File: config.mk
export PLATFORM = sky130hd
export DESIGN_NAME = ascii_integer_parser_core_flat
export DESIGN_NICKNAME = d
export VERILOG_FILES = /design/src/sv/aip_pkg.sv /design/src/sv/aip_ifs.sv /design/src/sv/ascii_integer_parser_core.sv /design/src/sv/aip_front.sv /design/src/sv/aip_queue.sv /design/src/sv/aip_back.sv /design/src/flat_wrapper.sv
export VERILOG_INCLUDE_DIRS = /design/src /design/src/sv
export SDC_FILE = /design/constraint.sdc
export NUM_CORES = 1
export LEC_CHECK = 0
export BUFFER_PORTS_ARGS = -buffer_cell sky130_fd_sc_hd__buf_2
export CORE_ASPECT_RATIO = 1.5
export CORE_MARGIN = 2
export CORE_UTILIZATION = 58
export CTS_CLUSTER_DIAMETER = 40
export CTS_CLUSTER_SIZE = 16
export DETAILED_ROUTE_END_ITERATION = 7
export PLACE_DENSITY = 0.87
export SYNTH_ARGS = -nofsm -noshare
export SYNTH_HDL_FRONTEND = slang
export SYNTH_SLANG_ARGS = --single-unit
File: constraint.sdc
create_clock -name clock -period 6.7 [get_ports clock]
set_input_delay 1.34 -clock clock [delete_from_list [all_inputs] [get_ports clock]]
set_output_delay 1.34 -clock clock [all_outputs]
set_load 0.005 [all_outputs]
File: src/sv/ascii_integer_parser_core_macros.svh
// Assertion helpers shared by the parser core.
`ifndef ASCII_INTEGER_PARSER_CORE_MACROS_SVH
`define ASCII_INTEGER_PARSER_CORE_MACROS_SVH

// Same-cycle implication, gated off by the given disable condition.
`define AIP_ASSERT_IMPLY(label, clk, dis, ante, cons) \
   label: assert property (@(posedge clk) disable iff (dis) (ante) |-> (cons)) \
      else $error("parser core: same-cycle check failed");

// Next-cycle implication, gated off by the given disable condition.
`define AIP_ASSERT_NEXT(label, clk, dis, ante, cons) \
   label: assert property (@(posedge clk) disable iff (dis) (ante) |=> (cons)) \
      else $error("parser core: next-cycle check failed");

`endif

File: src/sv/aip_pkg.sv
package aip_pkg;

   localparam int unsigned AIP_COUNT_WIDTH = 16;
   localparam int unsigned AIP_QUEUE_DEPTH = 4;
   localparam int unsigned AIP_QPTR_WIDTH  = $clog2(AIP_QUEUE_DEPTH);
   localparam int unsigned AIP_QLVL_WIDTH  = $clog2(AIP_QUEUE_DEPTH + 1);

   localparam int unsigned AIP_VALUE_WIDTH    = 64;
   localparam int unsigned AIP_CONSUMED_WIDTH = 16;
   localparam int unsigned AIP_BASE_WIDTH     = 6;

   localparam logic [7:0] CH_SPACE = 8'h20;
   localparam logic [7:0] CH_TAB   = 8'h09;
   localparam logic [7:0] CH_PLUS  = 8'h2B;
   localparam logic [7:0] CH_MINUS = 8'h2D;
   localparam logic [7:0] CH_ZERO  = 8'h30;
   localparam logic [7:0] CH_NINE  = 8'h39;
   localparam logic [7:0] CH_LO_A  = 8'h61;
   localparam logic [7:0] CH_LO_X  = 8'h78;
   localparam logic [7:0] CH_LO_Z  = 8'h7A;
   localparam logic [7:0] CH_UP_A  = 8'h41;
   localparam logic [7:0] CH_UP_Z  = 8'h5A;

   localparam logic [5:0] NO_DIGIT  = 6'd63;
   localparam logic [5:0] BASE_AUTO = 6'd0;
   localparam logic [5:0] BASE_OCT  = 6'd8;
   localparam logic [5:0] BASE_DEC  = 6'd10;
   localparam logic [5:0] BASE_HEX  = 6'd16;

   // Pre-decoded character as it travels from the front to the back.
   typedef struct packed {
      logic       first;
      logic       blank;
      logic       plus;
      logic       minus;
      logic       zero;
      logic       lower_x;
      logic [5:0] digit;
   } aip_class_type;

   typedef struct packed {
      logic [AIP_QLVL_WIDTH-1:0] level;
      logic                      full;
      logic                      empty;
   } aip_qstat_type;

endpackage

File: src/sv/aip_ifs.sv
interface aip_req_if;
   logic       valid;
   logic       ready;
   logic [7:0] char_code;
   logic       first_char;

   modport source (output valid, output char_code, output first_char, input ready);
   modport sink (input valid, input char_code, input first_char, output ready);
endinterface

interface aip_rsp_if;
   logic               valid;
   logic               ready;
   logic signed [63:0] value;
   logic [15:0]        consumed;
   logic               finished;

   modport source (output valid, output value, output consumed, output finished,
                   input ready);
   modport sink (input valid, input value, input consumed, input finished,
                 output ready);
endinterface

interface aip_csr_if;
   logic       valid;
   logic       ready;
   logic [5:0] number_base;

   modport source (output valid, output number_base, input ready);
   modport sink (input valid, input number_base, output ready);
endinterface

File: src/sv/ascii_integer_parser_core.sv
// A result passes through the front register, the queue and the back-end result
// register. Throughput: one character per cycle while the result side does not stall;
// the accumulate step (64-bit by 6-bit multiply-add in the back end) is combinational.
// A four-entry queue between front and back absorbs result-side stalls.
// Reset (synchronous): parse state clears to blank skipping, base register to 0.
`include "ascii_integer_parser_core_macros.svh"

module ascii_integer_parser_core
   import aip_pkg::*;
#(
   parameter int unsigned COUNT_WIDTH = AIP_COUNT_WIDTH
) (
   input logic        clock,
   input logic        reset,
   aip_req_if.sink    req_ch,
   aip_rsp_if.source  rsp_ch,
   aip_csr_if.sink    csr_ch
);

   logic [5:0]    base_ff;
   logic          push, pop;
   aip_class_type push_item, pop_item;
   aip_qstat_type q_stat;
   logic [63:0]   value_bits;

   assign csr_ch.ready = 1'b1;

   always_ff @(posedge clock) begin
      if (reset) begin
         base_ff <= BASE_AUTO;
      end else if (csr_ch.valid) begin
         base_ff <= csr_ch.number_base;
      end
   end

   aip_front u_front (
      .clock     (clock),
      .reset     (reset),
      .in_valid  (req_ch.valid),
      .in_ready  (req_ch.ready),
      .in_char   (req_ch.char_code),
      .in_first  (req_ch.first_char),
      .push      (push),
      .push_item (push_item),
      .q_full    (q_stat.full)
   );

   aip_queue u_queue (
      .clock     (clock),
      .reset     (reset),
      .push      (push),
      .push_item (push_item),
      .pop       (pop),
      .pop_item  (pop_item),
      .stat      (q_stat)
   );

   aip_back #(
      .COUNT_WIDTH (COUNT_WIDTH)
   ) u_back (
      .clock        (clock),
      .reset        (reset),
      .number_base  (base_ff),
      .item         (pop_item),
      .q_empty      (q_stat.empty),
      .pop          (pop),
      .out_valid    (rsp_ch.valid),
      .out_ready    (rsp_ch.ready),
      .out_value    (value_bits),
      .out_consumed (rsp_ch.consumed),
      .out_finished (rsp_ch.finished)
   );

   assign rsp_ch.value = $signed(value_bits);

   `AIP_ASSERT_IMPLY(a_push_not_full, clock, reset, push, !q_stat.full)
   `AIP_ASSERT_IMPLY(a_level_bound, clock, reset, 1'b1,
                     q_stat.level <= AIP_QLVL_WIDTH'(AIP_QUEUE_DEPTH))
   `AIP_ASSERT_NEXT(a_reset_empty, clock, 1'b0, reset,
                    !rsp_ch.valid && q_stat.empty)
   `AIP_ASSERT_IMPLY(a_pop_has_word, clock, reset, pop, !q_stat.empty)

endmodule

File: src/sv/aip_front.sv
module aip_front
   import aip_pkg::*;
(
   input  logic          clock,
   input  logic          reset,
   input  logic          in_valid,
   output logic          in_ready,
   input  logic [7:0]    in_char,
   input  logic          in_first,
   output logic          push,
   output aip_class_type push_item,
   input  logic          q_full
);

   logic          valid_ff, valid_in;
   aip_class_type item_ff, item_in;
   logic [7:0]    off;

   // Map a character to its digit value, NO_DIGIT when it is none.
   always_comb begin
      off = 8'd0;
      item_in.digit = NO_DIGIT;
      if (in_char inside {[CH_ZERO:CH_NINE]}) begin
         off = in_char - CH_ZERO;
         item_in.digit = off[5:0];
      end else if (in_char inside {[CH_LO_A:CH_LO_Z]}) begin
         off = in_char - CH_LO_A + 8'd10;
         item_in.digit = off[5:0];
      end else if (in_char inside {[CH_UP_A:CH_UP_Z]}) begin
         off = in_char - CH_UP_A + 8'd10;
         item_in.digit = off[5:0];
      end
      item_in.first   = in_first;
      item_in.blank   = (in_char == CH_SPACE) || (in_char == CH_TAB);
      item_in.plus    = (in_char == CH_PLUS);
      item_in.minus   = (in_char == CH_MINUS);
      item_in.zero    = (in_char == CH_ZERO);
      item_in.lower_x = (in_char == CH_LO_X);
   end

   assign push      = valid_ff && !q_full;
   assign in_ready  = !valid_ff || !q_full;
   assign push_item = item_ff;

   always_comb begin
      valid_in = valid_ff;
      if (in_valid && in_ready) begin
         valid_in = 1'b1;
      end else if (push) begin
         valid_in = 1'b0;
      end
   end

   always_ff @(posedge clock) begin
      if (reset) begin
         valid_ff <= 1'b0;
      end else begin
         valid_ff <= valid_in;
      end
      if (in_valid && in_ready) begin
         item_ff <= item_in;
      end
   end

endmodule

File: src/sv/aip_queue.sv
module aip_queue
   import aip_pkg::*;
(
   input  logic          clock,
   input  logic          reset,
   input  logic          push,
   input  aip_class_type push_item,
   input  logic          pop,
   output aip_class_type pop_item,
   output aip_qstat_type stat
);

   aip_class_type             slot_ff [AIP_QUEUE_DEPTH];
   logic [AIP_QPTR_WIDTH-1:0] wr_ptr_ff, rd_ptr_ff;
   logic [AIP_QLVL_WIDTH-1:0] level_ff, level_in;
   logic                      do_push, do_pop;

   localparam logic [AIP_QLVL_WIDTH-1:0] LVL_FULL = AIP_QLVL_WIDTH'(AIP_QUEUE_DEPTH);
   localparam logic [AIP_QPTR_WIDTH-1:0] PTR_LAST = AIP_QPTR_WIDTH'(AIP_QUEUE_DEPTH - 1);

   assign stat.level = level_ff;
   assign stat.full  = (level_ff == LVL_FULL);
   assign stat.empty = (level_ff == '0);
   assign pop_item   = slot_ff[rd_ptr_ff];
   assign do_push    = push && !stat.full;
   assign do_pop     = pop && !stat.empty;

   always_comb begin
      level_in = level_ff;
      if (do_push && !do_pop) begin
         level_in = level_ff + 1'b1;
      end else if (do_pop && !do_push) begin
         level_in = level_ff - 1'b1;
      end
   end

   always_ff @(posedge clock) begin
      if (reset) begin
         wr_ptr_ff <= '0;
         rd_ptr_ff <= '0;
         level_ff  <= '0;
      end else begin
         level_ff <= level_in;
         if (do_push) begin
            wr_ptr_ff <= (wr_ptr_ff == PTR_LAST) ? '0 : wr_ptr_ff + 1'b1;
         end
         if (do_pop) begin
            rd_ptr_ff <= (rd_ptr_ff == PTR_LAST) ? '0 : rd_ptr_ff + 1'b1;
         end
      end
      if (do_push) begin
         slot_ff[wr_ptr_ff] <= push_item;
      end
   end

endmodule

File: src/sv/aip_back.sv
module aip_back
   import aip_pkg::*;
#(
   parameter int unsigned COUNT_WIDTH = AIP_COUNT_WIDTH
) (
   input  logic          clock,
   input  logic          reset,
   input  logic [5:0]    number_base,
   input  aip_class_type item,
   input  logic          q_empty,
   output logic          pop,
   output logic          out_valid,
   input  logic          out_ready,
   output logic [63:0]   out_value,
   output logic [15:0]   out_consumed,
   output logic          out_finished
);

   typedef enum logic [2:0] {
      PH_SKIP,
      PH_SIGNED,
      PH_ZERO,
      PH_DIGITS,
      PH_DONE
   } phase_type;

   phase_type              phase_ff, phase_in;
   logic                   neg_ff, neg_in;
   logic [63:0]            acc_ff, acc_in;
   logic [5:0]             base_ff, base_in;
   logic [COUNT_WIDTH-1:0] cnt_ff, cnt_in;
   logic                   done_ff, done_in;
   logic                   valid_ff, valid_in;
   logic                   took;
   logic [COUNT_WIDTH+15:0] cnt_wide;

   // Advance when a word waits and the result slot is free or being drained.
   assign pop = !q_empty && (!valid_ff || out_ready);

   always_comb begin
      phase_in = item.first ? PH_SKIP : phase_ff;
      neg_in   = item.first ? 1'b0 : neg_ff;
      acc_in   = item.first ? '0 : acc_ff;
      base_in  = item.first ? '0 : base_ff;
      cnt_in   = item.first ? '0 : cnt_ff;
      done_in  = 1'b0;
      took     = 1'b0;

      if (phase_in == PH_SKIP) begin
         if (item.blank) begin
            took = 1'b1;
         end else if (item.plus) begin
            took     = 1'b1;
            phase_in = PH_SIGNED;
         end else if (item.minus) begin
            took     = 1'b1;
            neg_in   = 1'b1;
            phase_in = PH_SIGNED;
         end else begin
            phase_in = PH_SIGNED;
         end
      end

      // Sample the base register as the sign phase ends.
      if (!took && phase_in == PH_SIGNED) begin
         if (item.zero && (number_base == BASE_AUTO || number_base == BASE_HEX)) begin
            took     = 1'b1;
            base_in  = number_base;
            phase_in = PH_ZERO;
         end else begin
            base_in  = (number_base == BASE_AUTO) ? BASE_DEC : number_base;
            phase_in = PH_DIGITS;
         end
      end

      if (!took && phase_in == PH_ZERO) begin
         if (item.lower_x) begin
            took    = 1'b1;
            base_in = BASE_HEX;
         end else begin
            base_in = (base_in == BASE_AUTO) ? BASE_OCT : BASE_HEX;
         end
         phase_in = PH_DIGITS;
      end

      if (!took && phase_in == PH_DIGITS) begin
         if (item.digit < base_in) begin
            acc_in = acc_in * {58'd0, base_in} + {58'd0, item.digit};
            took   = 1'b1;
         end else begin
            phase_in = PH_DONE;
         end
      end

      if (!took && phase_in == PH_DONE) begin
         done_in = 1'b1;
      end

      // Hold the count once it reaches its ceiling.
      if (took && cnt_in != '1) begin
         cnt_in = cnt_in + 1'b1;
      end
   end

   always_comb begin
      valid_in = valid_ff;
      if (pop) begin
         valid_in = 1'b1;
      end else if (out_ready) begin
         valid_in = 1'b0;
      end
   end

   always_ff @(posedge clock) begin
      if (reset) begin
         phase_ff <= PH_SKIP;
         neg_ff   <= 1'b0;
         acc_ff   <= '0;
         base_ff  <= '0;
         cnt_ff   <= '0;
         done_ff  <= 1'b0;
         valid_ff <= 1'b0;
      end else begin
         valid_ff <= valid_in;
         if (pop) begin
            phase_ff <= phase_in;
            neg_ff   <= neg_in;
            acc_ff   <= acc_in;
            base_ff  <= base_in;
            cnt_ff   <= cnt_in;
            done_ff  <= done_in;
         end
      end
   end

   assign cnt_wide     = {16'd0, cnt_ff};
   assign out_valid    = valid_ff;
   assign out_value    = neg_ff ? (64'd0 - acc_ff) : acc_ff;
   assign out_consumed = cnt_wide[15:0];
   assign out_finished = done_ff;

endmodule

File: src/flat_wrapper.sv
// flat-port wrapper written by rule: the top's interface ports become plain ports
module ascii_integer_parser_core_flat import aip_pkg::*;
#(
   parameter int unsigned COUNT_WIDTH = AIP_COUNT_WIDTH
)
  (clock, reset, req_ch_valid, req_ch_char_code, req_ch_first_char, req_ch_ready, rsp_ch_valid, rsp_ch_value, rsp_ch_consumed, rsp_ch_finished, rsp_ch_ready, csr_ch_valid, csr_ch_number_base, csr_ch_ready);
  aip_req_if req_ch_i ();
  aip_rsp_if rsp_ch_i ();
  aip_csr_if csr_ch_i ();
  input logic clock;
  input logic reset;
  input wire logic [$bits(req_ch_i.valid)-1:0] req_ch_valid;
  input wire logic [$bits(req_ch_i.char_code)-1:0] req_ch_char_code;
  input wire logic [$bits(req_ch_i.first_char)-1:0] req_ch_first_char;
  output wire logic [$bits(req_ch_i.ready)-1:0] req_ch_ready;
  output wire logic [$bits(rsp_ch_i.valid)-1:0] rsp_ch_valid;
  output wire logic [$bits(rsp_ch_i.value)-1:0] rsp_ch_value;
  output wire logic [$bits(rsp_ch_i.consumed)-1:0] rsp_ch_consumed;
  output wire logic [$bits(rsp_ch_i.finished)-1:0] rsp_ch_finished;
  input wire logic [$bits(rsp_ch_i.ready)-1:0] rsp_ch_ready;
  input wire logic [$bits(csr_ch_i.valid)-1:0] csr_ch_valid;
  input wire logic [$bits(csr_ch_i.number_base)-1:0] csr_ch_number_base;
  output wire logic [$bits(csr_ch_i.ready)-1:0] csr_ch_ready;
  assign req_ch_i.valid = req_ch_valid;
  assign req_ch_i.char_code = req_ch_char_code;
  assign req_ch_i.first_char = req_ch_first_char;
  assign req_ch_ready = req_ch_i.ready;
  assign rsp_ch_valid = rsp_ch_i.valid;
  assign rsp_ch_value = rsp_ch_i.value;
  assign rsp_ch_consumed = rsp_ch_i.consumed;
  assign rsp_ch_finished = rsp_ch_i.finished;
  assign rsp_ch_i.ready = rsp_ch_ready;
  assign csr_ch_i.valid = csr_ch_valid;
  assign csr_ch_i.number_base = csr_ch_number_base;
  assign csr_ch_ready = csr_ch_i.ready;
  ascii_integer_parser_core #(.COUNT_WIDTH(COUNT_WIDTH)) u_core (.clock(clock), .reset(reset), .req_ch(req_ch_i), .rsp_ch(rsp_ch_i), .csr_ch(csr_ch_i));
endmodule
==> results.yml, run 1 <==
power_and_ir_drop:
  finalPower_w: 0.00507
  leakage_nw: 11.4
  p_per_area_nw_per_um2: 197
  peakVddDrop_v: 0.000286
clock_tree:
  cts_root_buf: "clkbuf_16"
  clockBufferDepth: 2
  path_clk_slew_ns: 0.07
  holdBufCountCts: 0
  numCtsBuffers: 17
  htreeDepth: 4
  clk_latency_ns: 0.46
  tritoncts: "yes"
  clock-sinks: 168
cells_and_area:
  final_common_cell: "nor2_1"
  final-seq-area_um2: 3970
  fin_nets: 2960
  syn2layout_area_growth_pct: 28.2
  multi_input_area_um2: 17000
  n_fill_cell: 2063
  drive_gt1_share_pct: 28.4
  final_util_pct: 75.4
  final_area_um2: 25800
  final_cell_mix: "400 x nor2_1, 232 x fa_1, 232 x buf_4"
yosys:
  synth_cell_type_count: 80
  syn-num-nets: 2689
  ys_warn_count: 0
  async_flop_share_pct: 0
  synth_seq_cells: 168
  synth_edf_count: 60
  synthCells: 2277
  synth_area_um2: 20100
  synthFlopType: "dfxtp_1"
  yosysSeqAreaShare_pct: 19.7
  syn_area_per_cell_um2: 8.82
setup_path:
  cp_max_fo: 7
  cpMostUsedCell: "buf_12"
  cp-start-kind: "register"
  cp_data_arrival_time_ns: 7.47
  crit_required_ns: 7.04
  path_delay_family: "adder cells"
  path_class: "reg2reg"
  crit_path_top_delay_cell: "fa_1"
  critical_path_buf_inv_count: 11
  cpPeakStageDelay_ns: 0.58
  cp-end-kind: "register"
  regToRegSetupSlack_ns: -0.43
detailed_routing:
  drc: 34
  wl_per_cell_um: 24.5
  vias_per_cell: 6.70
  drt-pass1-iter-count: 8
  vias: 20005
  drtIter0Drc: 2248
  drt-total-wl_um: 73200
  ant_nets: 0
timing:
  setup_slack_ns: -0.432
  setup_viol: 33
  rsz0062_at_grt: "true"
  setup_tns_ns: -9.21
  period_share_pct: 106
  drv_slew: 0
  worst_slew_pin_slew_ns: 1.03
  hold_slack_ns: 0.475
  period_needed_ns: 7.13
  timing.slew.headroom_pct: 31.5
  finalHoldViolations: 0
  max_freq_ghz: 0.140
  finClkSkew_ns: 0.0235
place:
  portBuffers: 102
  dp_hpwl_um: 46100
  gp_congestion: 0.976
  place_area_um2: 22500
global_route:
  grt_overflow_total: 0
  antenna_found_initial: 1
  grt_max_degree: 66
  grt_pass1_vias: 20119
  track_usage_pct: 36.1
  grt_pass1_wl_um: 103000
floorplanning:
  dieArea_um2: 36200
  initial_core_util_pct: 58.8
  die_y_um: 232
  rows: 83
  die_w_um: 156
  core_area_um2: 34200
  boundaryPins: 104
flow_run:
  maxCapViolations: 0
run_status:
  violations: "DRC, setup timing"
  status: "finished with violations"
worst_hold_path:
  hold_class: "reg2reg"
## cells by family after synthesis
family / count (synthesis) / share of synthesized area, %
mux: 31 / 2.32
xor+xnor: 143 / 6.30
simple gates: 845 / 18.8
other cells: 1 / 0.0187
buf+inv: 266 / 5.11
fa+ha+maj: 392 / 33.4
compound gates: 431 / 14.3
flops: 168 / 19.7
## worst register-to-register path, delay by kind of cell, from the launching register on
family                     cells  cell delay (ns)
AOI/OAI and AO/OA              7             1.31
xor gates and xnor gates       1             0.09
adders and majority gates      5             2.07
buffers and inverters         11             1.36
DFF                            1             0.34
muxes                          1             0.53
and+or+nand+nor                4             1.31
## state kept, by name, indices dropped and copies added (netlist names), 2 cells and up, named ones only
name and flops:
u_core.base_ff 6, u_core.u_back.acc_ff 64, u_core.u_back.base_ff 6, u_core.u_back.out_consumed 16, u_core.u_back.phase_ff 3, u_core.u_front.push_item 12, u_core.u_queue.level_ff 3, u_core.u_queue.rd_ptr_ff 2
u_core.u_queue.slot_ff 48, u_core.u_queue.wr_ptr_ff 2
## power breakdown
part           leakage [nW]  internal (W)  total (W)  switching [W]
Combinational          9.66       0.00111    0.00285        0.00174
Clock                 0.288      0.000526    0.00102       0.000494
Sequential             1.41       0.00113    0.00120      0.0000698
Total                  11.4       0.00277    0.00507        0.00230
## area by class of cell
| cell class | count | share of cell area [%] |
|---|---|---|
| clock inverter | 12 | 0.461 |
| tap | 425 | 2.06 |
| antenna | 1 | 0.00971 |
| timing repair buffer | 385 | 12.1 |
| multi-input combinational | 1843 | 66.2 |
| sequential | 168 | 15.4 |
| inverter | 133 | 1.96 |
| clock buffer | 20 | 1.82 |
## final timing paths
check                              to                     from  cells after the start
max          u_core.u_back.acc_ff[49]                 register                     29
min           u_core.u_back.out_valid  u_core.u_back.out_valid                      2
max reg2reg  u_core.u_back.acc_ff[49]                 register                     29
min reg2reg   u_core.u_back.out_valid  u_core.u_back.out_valid                      2
## synth_stat cells (15+ instances only)
cell | count | share of area, %
ha_1 | 151 | 9.4
fa_1 | 241 | 24
clkbuf_1 | 118 | 2.2
nand2b_1 | 17 | 0.53
a21o_1 | 43 | 1.6
nand4_1 | 26 | 0.81
inv_1 | 132 | 2.5
o31ai_1 | 23 | 0.86
nand3_1 | 59 | 1.5
a21oi_1 | 104 | 2.6
dfxtp_1 | 108 | 11
xnor2_1 | 115 | 5.0
nand2_1 | 168 | 3.1
nor3_1 | 22 | 0.55
edfxtp_1 | 60 | 9.0
a211oi_1 | 15 | 0.56
xor2_1 | 27 | 1.2
a22o_1 | 18 | 0.78
mux2i_1 | 15 | 0.75
and2_1 | 16 | 0.50
a31oi_1 | 16 | 0.50
o21bai_1 | 20 | 0.75
a22oi_1 | 45 | 1.7
nor2_1 | 444 | 8.3
o21ai_0 | 75 | 1.9
## metal layers
metal	part of all wire (%)	vias up	wire length [um]	global-route usage, %
li1	-	8322	-	-
met1	31	9504	23100	39.2
met2	48	1598	35100	63.4
met3	12	581	8570	7.99
met4	8.9	0	6490	23.1
met5	0	-	0	0
## what timing repair did
action	in CTS	in global routing
pin swaps	136	161
gates resized for setup	168	218
gates cloned	3	3
hold endpoints to repair	0	0
buffers inserted	40	29
setup endpoints to repair	34	42
## stage by stage
| stage | cells | setup WS, ns |
|---|---|---|
| 6_report | 2987 | -0.432 |
| 5_1_grt | 2986 | -0.659 |
| 4_1_cts | 2958 | -0.106 |
| 3_5_place_dp | 2884 | -0.326 |
| 3_3_place_gp | 2884 | -0.229 |
| 2_1_floorplan | 2277 | -0.0277 |
No activity file was read; power rests on OpenSTA's default activity.
==> run 2: changes to the inputs <==
Settings changed: CORE_MARGIN 2 to 3.
==> results.yml, run 2 (synthesized netlist as in run 1, its figures left out) <==
clock_tree:
  clockBufferDepth: 2
  numCtsBuffers: 17
  holdBufCountCts: 0
  clock-sinks: 168
  path_clk_slew_ns: 0.08
  clk_latency_ns: 0.46
  tritoncts: "yes"
  cts_root_buf: "clkbuf_16"
  htreeDepth: 4
setup_path:
  crit_required_ns: 7.04
  rr_worst_depth: 27
  cp-endpoint: "u_core.u_back.acc_ff[60]"
  path_class: "reg2reg"
  cp_max_fo: 20
  cp-end-kind: "register"
  r2r-end: "u_core.u_back.acc_ff[60]"
  regToRegSetupSlack_ns: -0.29
  cp-start-kind: "register"
  cp_data_arrival_time_ns: 7.33
timing:
  setup_viol: 11
  period_share_pct: 104
  setup_tns_ns: -1.71
  worst_slew_pin_slew_ns: 1.33
  max_freq_ghz: 0.143
  period_needed_ns: 6.99
  drv_slew: 0
  finalHoldViolations: 0
  timing.slew.headroom_pct: 11.3
  finClkSkew_ns: 0.0120
  rsz0062_at_grt: "true"
  setup_slack_ns: -0.288
global_route:
  antenna_found_initial: 1
  grt_pass1_vias: 19460
  use_met3_pct: 6.09
  grt_pass1_wl_um: 95300
  grt.met2_usage_pct: 58.2
  grt_overflow_total: 0
  grt_max_degree: 66
  grtUsageMet1_pct: 36.1
  top_usage_layer: "met2"
  track_usage_pct: 32.2
floorplanning:
  dieArea_um2: 37000
  initial_core_util_pct: 59.5
  die_w_um: 158
  boundaryPins: 104
  rows: 82
  die_y_um: 234
  core_area_um2: 33800
detailed_routing:
  drtIter0Drc: 1784
  drt-pass1-iter-count: 8
  drc: 2
  wl_per_cell_um: 20.8
  vias_per_cell: 6.40
  drt-total-wl_um: 61200
  ant_nets: 0
  vias: 18825
power_and_ir_drop:
  finalPower_w: 0.00464
  leakage_nw: 11.2
  p_per_area_nw_per_um2: 191
  peakVddDrop_v: 0.000361
cells_and_area:
  multi_input_area_um2: 16000
  regMostFlops: "u_core.u_back.acc_ff"
  post_layout_nonfiller_instances: 2940
  final_common_cell: "nor2_1"
  syn2layout_area_growth_pct: 20.9
  n_antenna_cell: 0
  n_fill_cell: 2293
  final-seq-area_um2: 3970
  fin_nets: 2919
  final_cell_mix: "417 x nor2_1, 241 x fa_1, 203 x buf_4"
  drive_gt1_share_pct: 22.4
  largest_reg_flops: 64
run_status:
  status: "finished with violations"
  violations: "DRC, setup timing"
place:
  dp_cells: 2873
  dp_hpwl_um: 45100
  dpl_worst_slack_ns: -0.501
  gp_congestion: 0.964
  portBuffers: 102
flow_run:
  maxCapViolations: 0
worst_hold_path:
  hold_class: "reg2reg"
-- run 2: worst min-delay path by stage --
stage	start	to	cells after the start
after floorplan	u_core.u_back.base_ff[1]	u_core.u_back.base_ff[1]	2
after global placement	u_core.u_back.out_valid	u_core.u_back.out_valid	2
after detailed placement	u_core.u_back.out_valid	u_core.u_back.out_valid	2
after CTS	u_core.u_back.out_valid	u_core.u_back.out_valid	2
after global routing	u_core.u_back.out_valid	u_core.u_back.out_valid	2
final	u_core.u_back.out_valid	u_core.u_back.out_valid	2
-- run 2: critical path, cell delays in order, from the launching register on --
cell and delay, ns:
dfxtp_2 0.34, buf_12 0.12, buf_6 0.09, mux4_2 0.55, or2_4 0.28, buf_4 0.14
a2111oi_4 0.37, a311oi_4 0.07, buf_6 0.16, buf_12 0.16, nor2_1 0.15, fa_1 0.47
fa_1 0.53, fa_1 0.50, ha_1 0.31, ha_2 0.37, o21ai_2 0.07, a21oi_2 0.21
o41ai_4 0.13, o311a_1 0.39, buf_6 0.13, o41ai_4 0.33, buf_4 0.20, a31oi_4 0.11
nor3_2 0.26, nand2b_4 0.17, xor2_2 0.06, a22o_1 0.20
-- run 2: stage by stage --
stage	instance area [um2]	hold WS [ns]	utilization [%]
floorplan	20200	0.450	-
global placement	22400	0.452	66.3
detailed placement	22400	0.458	66.3
CTS	23400	0.471	69.4
global route	24300	0.520	71.9
finish	24300	0.477	71.9
-- run 2: routing by layer --
layer / vias to the layer above / routed length [um]
met4: 2 / 3660
li1: 8236 / -
met2: 1035 / 31600
met5: - / 7
met3: 295 / 4870
met1: 9257 / 21100
-- run 2: layout make-up --
cell class	count	area share, %
Tap cell	420	2.16
Clock inverter	14	0.721
Clock buffer	18	1.85
Timing Repair Buffer	344	10.8
Multi-Input combinational cell	1843	66.1
Sequential cell	168	16.3
Inverter	133	2.06
-- run 2: repair_timing --
action / in CTS / in global routing
pin swaps: 30 / 68
hold endpoints to repair: 0 / 0
endpoints found under the setup margin: 38 / 44
setup buffers: 13 / 20
cloned: 0 / 3
resized for setup: 70 / 145
-- run 2: where the power goes --
group          switching [W]  total, W  internal, W
registers           0.000101   0.00123      0.00113
clock network       0.000504   0.00103     0.000527
logic                0.00148   0.00237     0.000891
total                0.00209   0.00464      0.00255
